File: config.mk
export PLATFORM = sky130hd
export DESIGN_NAME = gpt_header_validator_unit
export DESIGN_NICKNAME = d
export VERILOG_FILES = /design/src/sv/gpt_hv_pkg.sv /design/src/sv/gpt_hv_div.sv /design/src/sv/gpt_hv_dp.sv /design/src/sv/gpt_hv_ctrl.sv /design/src/sv/gpt_header_validator_unit.sv
export SDC_FILE = /design/constraint.sdc
export NUM_CORES = 2
export LEC_CHECK = 0
export ABC_AREA = 0
export ABC_CLOCK_PERIOD_IN_PS = 46800
export BUFFER_PORTS_ARGS = -buffer_cell sky130_fd_sc_hd__buf_2
export CELL_PAD_IN_SITES_DETAIL_PLACEMENT = 0
export CELL_PAD_IN_SITES_GLOBAL_PLACEMENT = 1
export CORE_UTILIZATION = 30
export DETAILED_ROUTE_END_ITERATION = 7
export PLACE_DENSITY_LB_ADDON = 0.2
export SLEW_MARGIN = 30
export SYNTH_ARGS = -nofsm -noshare
export SYNTH_HDL_FRONTEND = slang
export SYNTH_HIERARCHICAL = 1
export SYNTH_SLANG_ARGS = --single-unit
export TNS_END_PERCENT = 100
File: constraint.sdc
create_clock -name aclk -period 46.8 [get_ports aclk]
set_input_delay 9.36 -clock aclk [delete_from_list [all_inputs] [get_ports aclk]]
set_output_delay 9.36 -clock aclk [all_outputs]
set_load 0.01 [all_outputs]
File: src/sv/gpt_hv_pkg.sv
`default_nettype none
package gpt_hv_pkg;

    localparam int unsigned POS_W  = 27;
    localparam int unsigned BYTES_W = 28;
    localparam int unsigned SECT_W = 18;
    localparam int unsigned SEC_W  = 13;
    localparam int unsigned OUT_W  = 336;

    localparam logic [31:0] CRC_ONES = 32'hFFFF_FFFF;
    localparam logic [31:0] CRC_POLY = 32'hEDB8_8320;

    localparam logic [31:0] MAX_ENTRY_COUNT  = 32'd16384;
    localparam logic [31:0] MAX_ENTRY_BYTES  = 32'd4096;
    localparam logic [31:0] MIN_ENTRY_BYTES  = 32'd128;
    localparam logic [31:0] MIN_HEADER_BYTES = 32'd92;
    localparam logic [BYTES_W-1:0] MAX_ARRAY_BYTES = BYTES_W'(64 * 1024 * 1024);
    localparam logic [SEC_W-1:0] SEC_MIN = 13'd512;
    localparam logic [SEC_W-1:0] SEC_MAX = 13'd4096;

    localparam logic [POS_W-1:0] P_SIG_END  = 27'd7;
    localparam logic [POS_W-1:0] P_REV      = 27'd11;
    localparam logic [POS_W-1:0] P_HSIZE    = 27'd15;
    localparam logic [POS_W-1:0] P_ZERO_LO  = 27'd16;
    localparam logic [POS_W-1:0] P_HCRC     = 27'd19;
    localparam logic [POS_W-1:0] P_CUR      = 27'd31;
    localparam logic [POS_W-1:0] P_ALT      = 27'd39;
    localparam logic [POS_W-1:0] P_FIRST    = 27'd47;
    localparam logic [POS_W-1:0] P_LAST     = 27'd55;
    localparam logic [POS_W-1:0] P_ALBA     = 27'd79;
    localparam logic [POS_W-1:0] P_CNT      = 27'd83;
    localparam logic [POS_W-1:0] P_ESZ      = 27'd87;
    localparam logic [POS_W-1:0] P_ACRC     = 27'd91;

    typedef enum logic [3:0] {
        STAT_OK          = 4'd0,
        STAT_LBA_OUT     = 4'd1,
        STAT_BAD_SIG     = 4'd2,
        STAT_HDR_SIZE    = 4'd3,
        STAT_CUR_LBA     = 4'd4,
        STAT_GEOMETRY    = 4'd5,
        STAT_TOO_LARGE   = 4'd6,
        STAT_ARR_OUT     = 4'd7,
        STAT_ALT_LBA     = 4'd8,
        STAT_USABLE      = 4'd9,
        STAT_ARR_OVERLAP = 4'd10,
        STAT_HDR_OVERLAP = 4'd11
    } status_t;

    typedef enum logic [1:0] {
        CFG_HEADER_LBA    = 2'd0,
        CFG_TOTAL_SECTORS = 2'd1,
        CFG_SECTOR_BYTES  = 2'd2
    } cfg_index_t;

    typedef struct packed {
        logic    restart;
        logic    hdr_byte;
        logic    arr_byte;
        logic    hend;
        logic    mul_load;
        logic    div_start;
        logic    place;
        logic    fit;
        logic    emit;
        status_t code;
        logic    eok_en;
    } hv_cmd_t;

    typedef struct packed {
        logic out_free;
        logic lba_out;
        logic sig_fail;
        logic size_fail;
        logic hdr_last;
        logic arr_last;
        logic lba_mismatch;
        logic geom_bad;
        logic too_large;
        logic div_done;
        logic outside;
        logic alt_bad;
        logic range_bad;
        logic overlap;
        logic hdr_in;
    } hv_status_t;

    function automatic logic [7:0] sig_byte(input logic [2:0] idx);
        logic [7:0] r;
        unique case (idx)
            3'd0: r = 8'h45;
            3'd1: r = 8'h46;
            3'd2: r = 8'h49;
            3'd3: r = 8'h20;
            3'd4: r = 8'h50;
            3'd5: r = 8'h41;
            3'd6: r = 8'h52;
            default: r = 8'h54;
        endcase
        return r;
    endfunction

    function automatic logic [31:0] crc_byte(input logic [31:0] c, input logic [7:0] b);
        logic [31:0] r;
        r = c ^ {24'd0, b};
        for (int k = 0; k < 8; k++) begin
            r = r[0] ? ((r >> 1) ^ CRC_POLY) : (r >> 1);
        end
        return r;
    endfunction

endpackage
`default_nettype wire

File: src/sv/gpt_hv_div.sv
`default_nettype none
module gpt_hv_div
    import gpt_hv_pkg::*;
(
    input  wire logic               aclk,
    input  wire logic               aresetn,
    input  wire logic               start,
    input  wire logic [POS_W-1:0]   dividend,
    input  wire logic [SEC_W-1:0]   divisor,
    output logic                    done,
    output logic [SECT_W-1:0]       quotient
);

    logic             busy_reg;
    logic             done_reg;
    logic [4:0]       cnt_reg;
    logic [SEC_W-1:0] rem_reg;
    logic [POS_W-1:0] quo_reg;
    logic [SEC_W:0]   shifted;
    logic             ge;
    logic [SEC_W-1:0] rem_next;
    logic [POS_W-1:0] quo_next;

    always_comb begin
        shifted  = {rem_reg, quo_reg[POS_W-1]};
        ge       = shifted >= {1'b0, divisor};
        rem_next = ge ? SEC_W'(shifted - {1'b0, divisor}) : shifted[SEC_W-1:0];
        quo_next = {quo_reg[POS_W-2:0], ge};
    end

    always_ff @(posedge aclk) begin
        if (!aresetn) begin
            busy_reg <= 1'b0;
            done_reg <= 1'b0;
            cnt_reg  <= '0;
        end else begin
            done_reg <= 1'b0;
            if (start) begin
                busy_reg <= 1'b1;
                cnt_reg  <= '0;
            end else if (busy_reg) begin
                cnt_reg <= cnt_reg + 5'd1;
                if (cnt_reg == 5'(POS_W - 1)) begin
                    busy_reg <= 1'b0;
                    done_reg <= 1'b1;
                end
            end
        end
    end

    always_ff @(posedge aclk) begin
        if (start) begin
            rem_reg <= '0;
            quo_reg <= dividend;
        end else if (busy_reg) begin
            rem_reg <= rem_next;
            quo_reg <= quo_next;
        end
    end

    assign done     = done_reg;
    assign quotient = quo_reg[SECT_W-1:0];

endmodule
`default_nettype wire

File: src/sv/gpt_hv_dp.sv
`default_nettype none
module gpt_hv_dp
    import gpt_hv_pkg::*;
(
    input  wire logic             aclk,
    input  wire logic             aresetn,
    input  wire logic [7:0]       data_byte,
    input  wire logic             cfg_wr_en,
    input  wire logic [1:0]       cfg_index,
    input  wire logic [63:0]      cfg_wdata,
    input  wire hv_cmd_t          cmd,
    output hv_status_t            sts,
    input  wire logic             m_tready,
    output logic                  m_tvalid,
    output logic [OUT_W-1:0]      m_tdata
);

    logic [63:0]      hlba_reg, total_reg;
    logic [SEC_W-1:0] sector_reg, sec_eff;

    logic [POS_W-1:0] pos_reg, pos_next, pos_cur;
    logic [31:0]      crc_reg, crc_next, crc_cur;
    logic [63:0]      shift_reg, shift_next, shift_cur;
    logic             sig_reg, sig_next, sig_cur;
    logic             hm_reg, hm_next;
    logic [31:0]      shcrc_reg, shcrc_next, sacrc_reg, sacrc_next;
    logic [31:0]      rev_reg, rev_next, hsize_reg, hsize_next, hsize_cur;
    logic [63:0]      cur_reg, cur_next, alt_reg, alt_next;
    logic [63:0]      first_reg, first_next, last_reg, last_next, alba_reg, alba_next;
    logic [31:0]      cnt_reg, cnt_next, esz_reg, esz_next;
    logic [BYTES_W-1:0] bytes_reg;
    logic [63:0]      diff_reg, alast_reg;
    logic             ge_reg;
    logic [7:0]       crc_in;
    logic             crc_en;
    logic             out_valid_reg;
    logic [OUT_W-1:0] out_data_reg;
    logic             div_done;
    logic [SECT_W-1:0] sectors;
    logic             eok;

    always_comb begin
        if (sector_reg < SEC_MIN) begin
            sec_eff = SEC_MIN;
        end else if (sector_reg > SEC_MAX) begin
            sec_eff = SEC_MAX;
        end else begin
            sec_eff = sector_reg;
        end
    end

    always_comb begin
        pos_cur   = cmd.restart ? '0 : pos_reg;
        crc_cur   = cmd.restart ? CRC_ONES : crc_reg;
        shift_cur = cmd.restart ? '0 : shift_reg;
        sig_cur   = cmd.restart ? 1'b1 : sig_reg;
        hsize_cur = cmd.restart ? '0 : hsize_reg;

        shift_next = shift_cur;
        sig_next   = sig_cur;
        pos_next   = pos_cur;
        crc_next   = crc_cur;
        hm_next    = cmd.restart ? 1'b0 : hm_reg;
        shcrc_next = cmd.restart ? '0 : shcrc_reg;
        sacrc_next = cmd.restart ? '0 : sacrc_reg;
        rev_next   = cmd.restart ? '0 : rev_reg;
        hsize_next = hsize_cur;
        cur_next   = cmd.restart ? '0 : cur_reg;
        alt_next   = cmd.restart ? '0 : alt_reg;
        first_next = cmd.restart ? '0 : first_reg;
        last_next  = cmd.restart ? '0 : last_reg;
        alba_next  = cmd.restart ? '0 : alba_reg;
        cnt_next   = cmd.restart ? '0 : cnt_reg;
        esz_next   = cmd.restart ? '0 : esz_reg;

        crc_en = (pos_cur < P_ZERO_LO) || ({5'd0, pos_cur} < hsize_cur);
        crc_in = ((pos_cur >= P_ZERO_LO) && (pos_cur <= P_HCRC)) ? 8'd0 : data_byte;

        if (cmd.hdr_byte) begin
            shift_next = {data_byte, shift_cur[63:8]};
            if ((pos_cur[POS_W-1:3] == '0) && (data_byte != sig_byte(pos_cur[2:0]))) begin
                sig_next = 1'b0;
            end
            if (crc_en) begin
                crc_next = crc_byte(crc_cur, crc_in);
            end
            pos_next = pos_cur + POS_W'(1);
            unique case (pos_cur)
                P_REV:   rev_next   = shift_next[63:32];
                P_HSIZE: hsize_next = shift_next[63:32];
                P_HCRC:  shcrc_next = shift_next[63:32];
                P_CUR:   cur_next   = shift_next;
                P_ALT:   alt_next   = shift_next;
                P_FIRST: first_next = shift_next;
                P_LAST:  last_next  = shift_next;
                P_ALBA:  alba_next  = shift_next;
                P_CNT:   cnt_next   = shift_next[63:32];
                P_ESZ:   esz_next   = shift_next[63:32];
                P_ACRC:  sacrc_next = shift_next[63:32];
                default: ;
            endcase
        end
        if (cmd.arr_byte) begin
            crc_next = crc_byte(crc_reg, data_byte);
            pos_next = pos_reg + POS_W'(1);
        end
        if (cmd.hend) begin
            hm_next = (~crc_reg) == shcrc_reg;
        end
        if (cmd.fit) begin
            pos_next = '0;
            crc_next = CRC_ONES;
        end
    end

    assign eok = (~crc_reg) == sacrc_reg;

    always_comb begin
        sts.out_free     = !out_valid_reg || m_tready;
        sts.lba_out      = hlba_reg >= total_reg;
        sts.sig_fail     = (pos_cur == P_SIG_END) && !sig_next;
        sts.size_fail    = (pos_cur == P_HSIZE) &&
                           ((hsize_next < MIN_HEADER_BYTES) ||
                            (hsize_next > {19'd0, sec_eff}));
        sts.hdr_last     = pos_cur == (POS_W'(sec_eff) - POS_W'(1));
        sts.arr_last     = {1'b0, pos_reg + POS_W'(1)} == bytes_reg;
        sts.lba_mismatch = cur_reg != hlba_reg;
        sts.geom_bad     = (esz_reg < MIN_ENTRY_BYTES) || (esz_reg > MAX_ENTRY_BYTES) ||
                           (cnt_reg == '0) || (cnt_reg > MAX_ENTRY_COUNT);
        sts.too_large    = bytes_reg > MAX_ARRAY_BYTES;
        sts.div_done     = div_done;
        sts.outside      = ge_reg || ({46'd0, sectors} > diff_reg);
        sts.alt_bad      = (alt_reg >= total_reg) || (alt_reg == cur_reg);
        sts.range_bad    = (first_reg > last_reg) || (last_reg >= total_reg);
        sts.overlap      = !((alast_reg < first_reg) || (alba_reg > last_reg));
        sts.hdr_in       = (cur_reg >= first_reg) && (cur_reg <= last_reg);
    end

    gpt_hv_div u_div (
        .aclk     (aclk),
        .aresetn  (aresetn),
        .start    (cmd.div_start),
        .dividend (POS_W'(bytes_reg + BYTES_W'(sec_eff) - BYTES_W'(1))),
        .divisor  (sec_eff),
        .done     (div_done),
        .quotient (sectors)
    );

    always_ff @(posedge aclk) begin
        if (!aresetn) begin
            hlba_reg      <= 64'd1;
            total_reg     <= '0;
            sector_reg    <= SEC_MIN;
            out_valid_reg <= 1'b0;
        end else begin
            if (cfg_wr_en) begin
                unique case (cfg_index)
                    CFG_HEADER_LBA:    hlba_reg   <= cfg_wdata;
                    CFG_TOTAL_SECTORS: total_reg  <= cfg_wdata;
                    CFG_SECTOR_BYTES:  sector_reg <= cfg_wdata[SEC_W-1:0];
                    default: ;
                endcase
            end
            if (cmd.emit) begin
                out_valid_reg <= 1'b1;
            end else if (m_tready) begin
                out_valid_reg <= 1'b0;
            end
        end
    end

    always_ff @(posedge aclk) begin
        pos_reg   <= pos_next;
        crc_reg   <= crc_next;
        shift_reg <= shift_next;
        sig_reg   <= sig_next;
        hm_reg    <= hm_next;
        shcrc_reg <= shcrc_next;
        sacrc_reg <= sacrc_next;
        rev_reg   <= rev_next;
        hsize_reg <= hsize_next;
        cur_reg   <= cur_next;
        alt_reg   <= alt_next;
        first_reg <= first_next;
        last_reg  <= last_next;
        alba_reg  <= alba_next;
        cnt_reg   <= cnt_next;
        esz_reg   <= esz_next;
        if (cmd.mul_load) begin
            bytes_reg <= BYTES_W'(cnt_reg[14:0]) * BYTES_W'(esz_reg[12:0]);
        end
        if (cmd.place) begin
            ge_reg   <= alba_reg >= total_reg;
            diff_reg <= total_reg - alba_reg;
        end
        if (cmd.fit) begin
            alast_reg <= alba_reg + {46'd0, sectors} - 64'd1;
        end
        if (cmd.emit) begin
            out_data_reg <= {1'b0, esz_next[12:0], cnt_next[14:0], alba_next, last_next,
                             first_next, alt_next, hsize_next[12:0], rev_next,
                             cmd.eok_en & eok, hm_next, cmd.code};
        end
    end

    assign m_tvalid = out_valid_reg;
    assign m_tdata  = out_data_reg;

endmodule
`default_nettype wire

File: src/sv/gpt_hv_ctrl.sv
`default_nettype none
module gpt_hv_ctrl
    import gpt_hv_pkg::*;
(
    input  wire logic       aclk,
    input  wire logic       aresetn,
    input  wire logic       s_tvalid,
    input  wire logic       s_tuser,
    output logic            s_tready,
    input  wire hv_status_t sts,
    output hv_cmd_t         cmd
);

    typedef enum logic [3:0] {
        S_IDLE, S_HDR, S_ARR, S_HEND, S_SIZE, S_DIV, S_PLACE, S_FIT,
        S_C8, S_C9, S_C10, S_C11
    } state_t;

    state_t state_reg, state_next;
    logic   in_ready;

    always_comb begin
        cmd        = '0;
        state_next = state_reg;
        in_ready   = (state_reg == S_IDLE) || (state_reg == S_HDR) || (state_reg == S_ARR);
        s_tready   = in_ready && sts.out_free;

        unique case (state_reg)
            S_IDLE, S_HDR, S_ARR: begin
                if (s_tvalid && sts.out_free) begin
                    if (s_tuser) begin
                        cmd.restart = 1'b1;
                    end
                    if (s_tuser && sts.lba_out) begin
                        cmd.emit   = 1'b1;
                        cmd.code   = STAT_LBA_OUT;
                        state_next = S_IDLE;
                    end else if (s_tuser || state_reg == S_HDR) begin
                        cmd.hdr_byte = 1'b1;
                        priority if (sts.sig_fail) begin
                            cmd.emit   = 1'b1;
                            cmd.code   = STAT_BAD_SIG;
                            state_next = S_IDLE;
                        end else if (sts.size_fail) begin
                            cmd.emit   = 1'b1;
                            cmd.code   = STAT_HDR_SIZE;
                            state_next = S_IDLE;
                        end else if (sts.hdr_last) begin
                            state_next = S_HEND;
                        end else begin
                            state_next = S_HDR;
                        end
                    end else if (state_reg == S_ARR) begin
                        cmd.arr_byte = 1'b1;
                        if (sts.arr_last) begin
                            state_next = S_C8;
                        end
                    end
                end
            end
            S_HEND: begin
                if (sts.out_free) begin
                    cmd.hend = 1'b1;
                    priority if (sts.lba_mismatch) begin
                        cmd.emit   = 1'b1;
                        cmd.code   = STAT_CUR_LBA;
                        state_next = S_IDLE;
                    end else if (sts.geom_bad) begin
                        cmd.emit   = 1'b1;
                        cmd.code   = STAT_GEOMETRY;
                        state_next = S_IDLE;
                    end else begin
                        cmd.mul_load = 1'b1;
                        state_next   = S_SIZE;
                    end
                end
            end
            S_SIZE: begin
                if (sts.out_free) begin
                    if (sts.too_large) begin
                        cmd.emit   = 1'b1;
                        cmd.code   = STAT_TOO_LARGE;
                        state_next = S_IDLE;
                    end else begin
                        cmd.div_start = 1'b1;
                        state_next    = S_DIV;
                    end
                end
            end
            S_DIV: begin
                if (sts.div_done) begin
                    state_next = S_PLACE;
                end
            end
            S_PLACE: begin
                cmd.place  = 1'b1;
                state_next = S_FIT;
            end
            S_FIT: begin
                if (sts.out_free) begin
                    if (sts.outside) begin
                        cmd.emit   = 1'b1;
                        cmd.code   = STAT_ARR_OUT;
                        state_next = S_IDLE;
                    end else begin
                        cmd.fit    = 1'b1;
                        state_next = S_ARR;
                    end
                end
            end
            S_C8: begin
                if (sts.out_free) begin
                    if (sts.alt_bad) begin
                        cmd.emit   = 1'b1;
                        cmd.eok_en = 1'b1;
                        cmd.code   = STAT_ALT_LBA;
                        state_next = S_IDLE;
                    end else begin
                        state_next = S_C9;
                    end
                end
            end
            S_C9: begin
                if (sts.range_bad) begin
                    cmd.emit   = 1'b1;
                    cmd.eok_en = 1'b1;
                    cmd.code   = STAT_USABLE;
                    state_next = S_IDLE;
                end else begin
                    state_next = S_C10;
                end
            end
            S_C10: begin
                if (sts.overlap) begin
                    cmd.emit   = 1'b1;
                    cmd.eok_en = 1'b1;
                    cmd.code   = STAT_ARR_OVERLAP;
                    state_next = S_IDLE;
                end else begin
                    state_next = S_C11;
                end
            end
            S_C11: begin
                cmd.emit   = 1'b1;
                cmd.eok_en = 1'b1;
                cmd.code   = sts.hdr_in ? STAT_HDR_OVERLAP : STAT_OK;
                state_next = S_IDLE;
            end
            default: state_next = S_IDLE;
        endcase
    end

    always_ff @(posedge aclk) begin
        if (!aresetn) begin
            state_reg <= S_IDLE;
        end else begin
            state_reg <= state_next;
        end
    end

endmodule
`default_nettype wire

File: src/sv/gpt_header_validator_unit.sv
// Channel  | Ports           | Payload (lowest bit first)
// s_ item  | s_tvalid/tready | tdata: data_byte[7:0]; tuser: first_of_table
// m_ item  | m_tvalid/tready | tdata: status, header_crc_good, entries_crc_good, revision_word,
//          |                 |   header_length, alternate_lba, usable_first, usable_last,
//          |                 |   array_lba, number_of_entries, bytes_per_entry, zero pad
// cfg      | cfg_wr_en       | cfg_index, cfg_wdata[63:0]
// Header and array bytes feed a bytewise CRC-32 unit. Header end runs LBA and geometry
// checks, the entry product and size check, and a 27-step shift-subtract divider for the
// array sector count, then the placement check. Array end runs the alternate LBA, usable
// range and overlap checks. A result stays in the output register until taken; input stalls
// while it cannot be replaced and during end checks. aresetn is synchronous, active low.
`default_nettype none
module gpt_header_validator_unit
    import gpt_hv_pkg::*;
(
    input  wire logic             aclk,
    input  wire logic             aresetn,
    input  wire logic             s_tvalid,
    output logic                  s_tready,
    input  wire logic [7:0]       s_tdata,   // data_byte
    input  wire logic             s_tuser,   // first_of_table
    output logic                  m_tvalid,
    input  wire logic             m_tready,
    output logic [OUT_W-1:0]      m_tdata,   // status .. bytes_per_entry, pad
    input  wire logic             cfg_wr_en,
    input  wire logic [1:0]       cfg_index,
    input  wire logic [63:0]      cfg_wdata
);

    hv_cmd_t    cmd;
    hv_status_t sts;

    gpt_hv_ctrl u_ctrl (
        .aclk     (aclk),
        .aresetn  (aresetn),
        .s_tvalid (s_tvalid),
        .s_tuser  (s_tuser),
        .s_tready (s_tready),
        .sts      (sts),
        .cmd      (cmd)
    );

    gpt_hv_dp u_dp (
        .aclk      (aclk),
        .aresetn   (aresetn),
        .data_byte (s_tdata),
        .cfg_wr_en (cfg_wr_en),
        .cfg_index (cfg_index),
        .cfg_wdata (cfg_wdata),
        .cmd       (cmd),
        .sts       (sts),
        .m_tready  (m_tready),
        .m_tvalid  (m_tvalid),
        .m_tdata   (m_tdata)
    );

endmodule
`default_nettype wire

==> qor.txt <==
=====================================================================================
Met1 WL                                                                    152,000 µm
Initial cell density of the core                                                0.303
Static Leakage                                                                38.5 nW
Number of fillers in the final layout                                          27,600
Number of vias after detailed routing                                          66,700
Area grow syn2layout                                                            13.7%
Synthesized net count                                                          10,100
Congestion Overflow GR                                                              0
Uppermost layer routed                                                           met5
Final setup violating endpoints                                                     0
Type of the setup path with the least slack                              input port to output port
Antenna-violating nets left                                                         0
All-Layer GR Usage                                                              0.241
Final min period                                                             19.71 ns
Core Box Area                                                             269,000 µm²
HPWL after detailed placement                                              260,000 µm
Synthesis Warnings                                                                  6
Number of flip-flops in the largest register                                      335
Max-slew violations                                                                 0
TritonCTS clock tree                                                             done
Global-route wire length before repair                                     476,000 µm
Number of DRC violations after detailed routing                                     0
Primary flip-flop cell chosen by synthesis mapping                            dfxtp_1
WL per Instance                                                               26.1 µm
Maximum level of the CTS H-tree                                                     4
Via count of the first global-routing pass                                     64,400
FMAX                                                                         50.7 MHz
Share of synthesized area occupied by flip-flops and latches                    0.387
Mean Syn Cell Area                                                           9.06 µm²
Highest-count cells in the layout ignoring fill and taps                 1,550 x nand2_1, 852 x ha_1, 795 x dfxtp_1, 739 x a21oi_1, 688 x inv_1
Final Hold Fails                                                                    0
Number of I/O port buffers                                                        416
Number of unique standard cell types used by synthesis                            109
Top-level port count                                                              418
Routability congestion estimate from global placement                           0.977
Total of flip-flops plus latches after synthesis                                1,314
Arrival time of the worst setup path                                         10.35 ns
Hold Crit Class                                                          flop to flop
Die width                                                                      523 µm
Crit start category                                                        input port
Required time at the worst-slack endpoint                                    37.44 ns
Final sum of negative setup slack                                                0 ns
Number of optimization iterations in the first detailed-route pass                  6
Setup repair after global routing missed its margin                             false
Asr flop ratio synth                                                                0
Yosys top cell area share                                                       0.196
Maximum resistive drop on vdd                                               0.0436 mV
Critical path capture point type                                          output port
Number of gates resized after CTS                                                   0
Share of the clock period used by the worst path after layout                   0.421
Clock buffer count from CTS                                                       158
Outcome                                                                     completed
Total number of placement rows                                                    190
Maximum number of buffers from clock root to sink                                   3
Post-synth EDFFs                                                                  519
Tightest Pin Transition                                                       1.16 ns
CP max FO                                                                          13
Count of routing violations after the opening detailed-route iteration          5,489
Die footprint                                                             273,000 µm²
Initial antenna violation count                                                    28
Worst setup timing slack at the placement stage                              27.07 ns
Via-to-Cell Ratio                                                                5.17
Final instance count without filler cells                                      12,900
Die boundary height                                                            523 µm
Wire length reported by the detailed router                                337,000 µm
MaxCap Viol Count                                                                   0
Clock latency of the later-clocked register in the worst-skew pair            0.83 ns
Synthesized instance count                                                      8,986
Total clock sinks                                                               1,314
Area of placed instances                                                   87,100 µm²
Worst slew margin                                                               0.230
Hold-fix buffers, CTS                                                               0
Setup WS post-layout                                                         27.09 ns
DR WL met3                                                                  18,700 µm
Clock Root Buffer                                                           clkbuf_16
Inst Count DP                                                                  12,600
Final nets                                                                     10,300
Total power density per cell area                                         34.8 nW/µm²
Metal2 WL                                                                  153,000 µm
Dominant cells by area after synthesis                                   dfxtp_1 20%, edfxtp_1 19%, ha_1 13%
Flip-flop and latch area                                                   31,500 µm²
Total Power Consumption                                                       3.22 mW
Cell accounting for the most synthesized area                                 dfxtp_1
Fraction of final layout cells sized beyond drive strength 1                   0.0966
Most frequent standard cell in the layout excluding fill and tap cells        nand2_1
Number of buffers inserted to repair setup after CTS                                0
Largest net degree at the start of global routing                                 171
Clock transition at the registers of the reported paths                       0.06 ns
Cell area after synthesis                                                  81,400 µm²
Final instance area                                                        92,500 µm²
Area used by multi-input combinational logic                               45,600 µm²
Worst clock skew on the final layout                                        0.0362 ns
=====================================================================================
[metal layers]
layer	vias to the layer above	GRT usage
li1	31500	-
met1	32600	0.326
met2	2099	0.389
met3	421	0.0333
met4	6	0.0896
met5	-	0
[Yosys cell counts, drive strengths merged, types with 103 or more instances]
cell type / count
o21ai: 278
a21oi: 741
nor2: 390
nand2: 1553
a21o: 248
and2: 121
xnor2: 370
nand3: 130
a21boi: 148
ha: 852
inv: 691
mux2i: 122
edfxtp: 519
nand4: 192
xor2: 220
clkbuf: 392
dfxtp: 795
fa: 147
nor2b: 103
[final timing paths]
kind / start / depth (start not counted) / end / slack, ns
max: m_tready / 4 / s_tready / 27.09
min: u_dp/esz_reg[20]$_DFF_P_ / 2 / u_dp/esz_reg[20]$_DFF_P_ / 0.46
max reg2reg: u_dp/hlba_reg[0]$_SDFFE_PN1P_ / 36 / u_dp/m_tdata[144]$_DFFE_PP_ / 35.77
min reg2reg: u_dp/esz_reg[20]$_DFF_P_ / 2 / u_dp/esz_reg[20]$_DFF_P_ / 0.46
[stage by stage]
step	util	hold WS, ns
finish	0.344	0.455
global route	0.344	0.469
CTS	0.344	0.457
detailed placement	0.324	0.448
global placement	0.324	0.443
floorplan	-	0.436
[worst max-delay path, cell delays in order]
cell and delay [ns]:
buf_2 0.07, nand2b_1 0.53, and3_1 0.25, buf_2 0.13
[cell families (layout without fill, tap and decap cells)]
family,count (synthesis),count (layout),share of synthesized area
AND/OR/NAND/NOR,2900,2900,0.162
AO/OA/AOI/OAI,1870,1870,0.145
flip-flops,1314,1314,0.387
buffers and inverters,1157,1519,0.0554
adder cells (fa/ha/maj),999,999,0.167
XOR/XNOR,592,592,0.0644
multiplexers,153,153,0.0193
other,1,6,0.0000461
[where the power goes]
part / switching, mW / total, mW / internal (mW)
combinational: 0.380 / 0.621 / 0.240
sequential: 0.0612 / 1.30 / 1.24
clock: 0.543 / 1.30 / 0.757
total: 0.985 / 3.22 / 2.23
[cell type report]
cell class	instances	share of cell area
multi-input cells	6515	0.493
diodes	5	0.000135
well taps	3552	0.0480
repair buffers	534	0.0325
clock buffers	201	0.0461
inverters	691	0.0280
flip-flops and latches	1314	0.340
clock inverters	93	0.0118
Power figures use the tool's default switching activity.
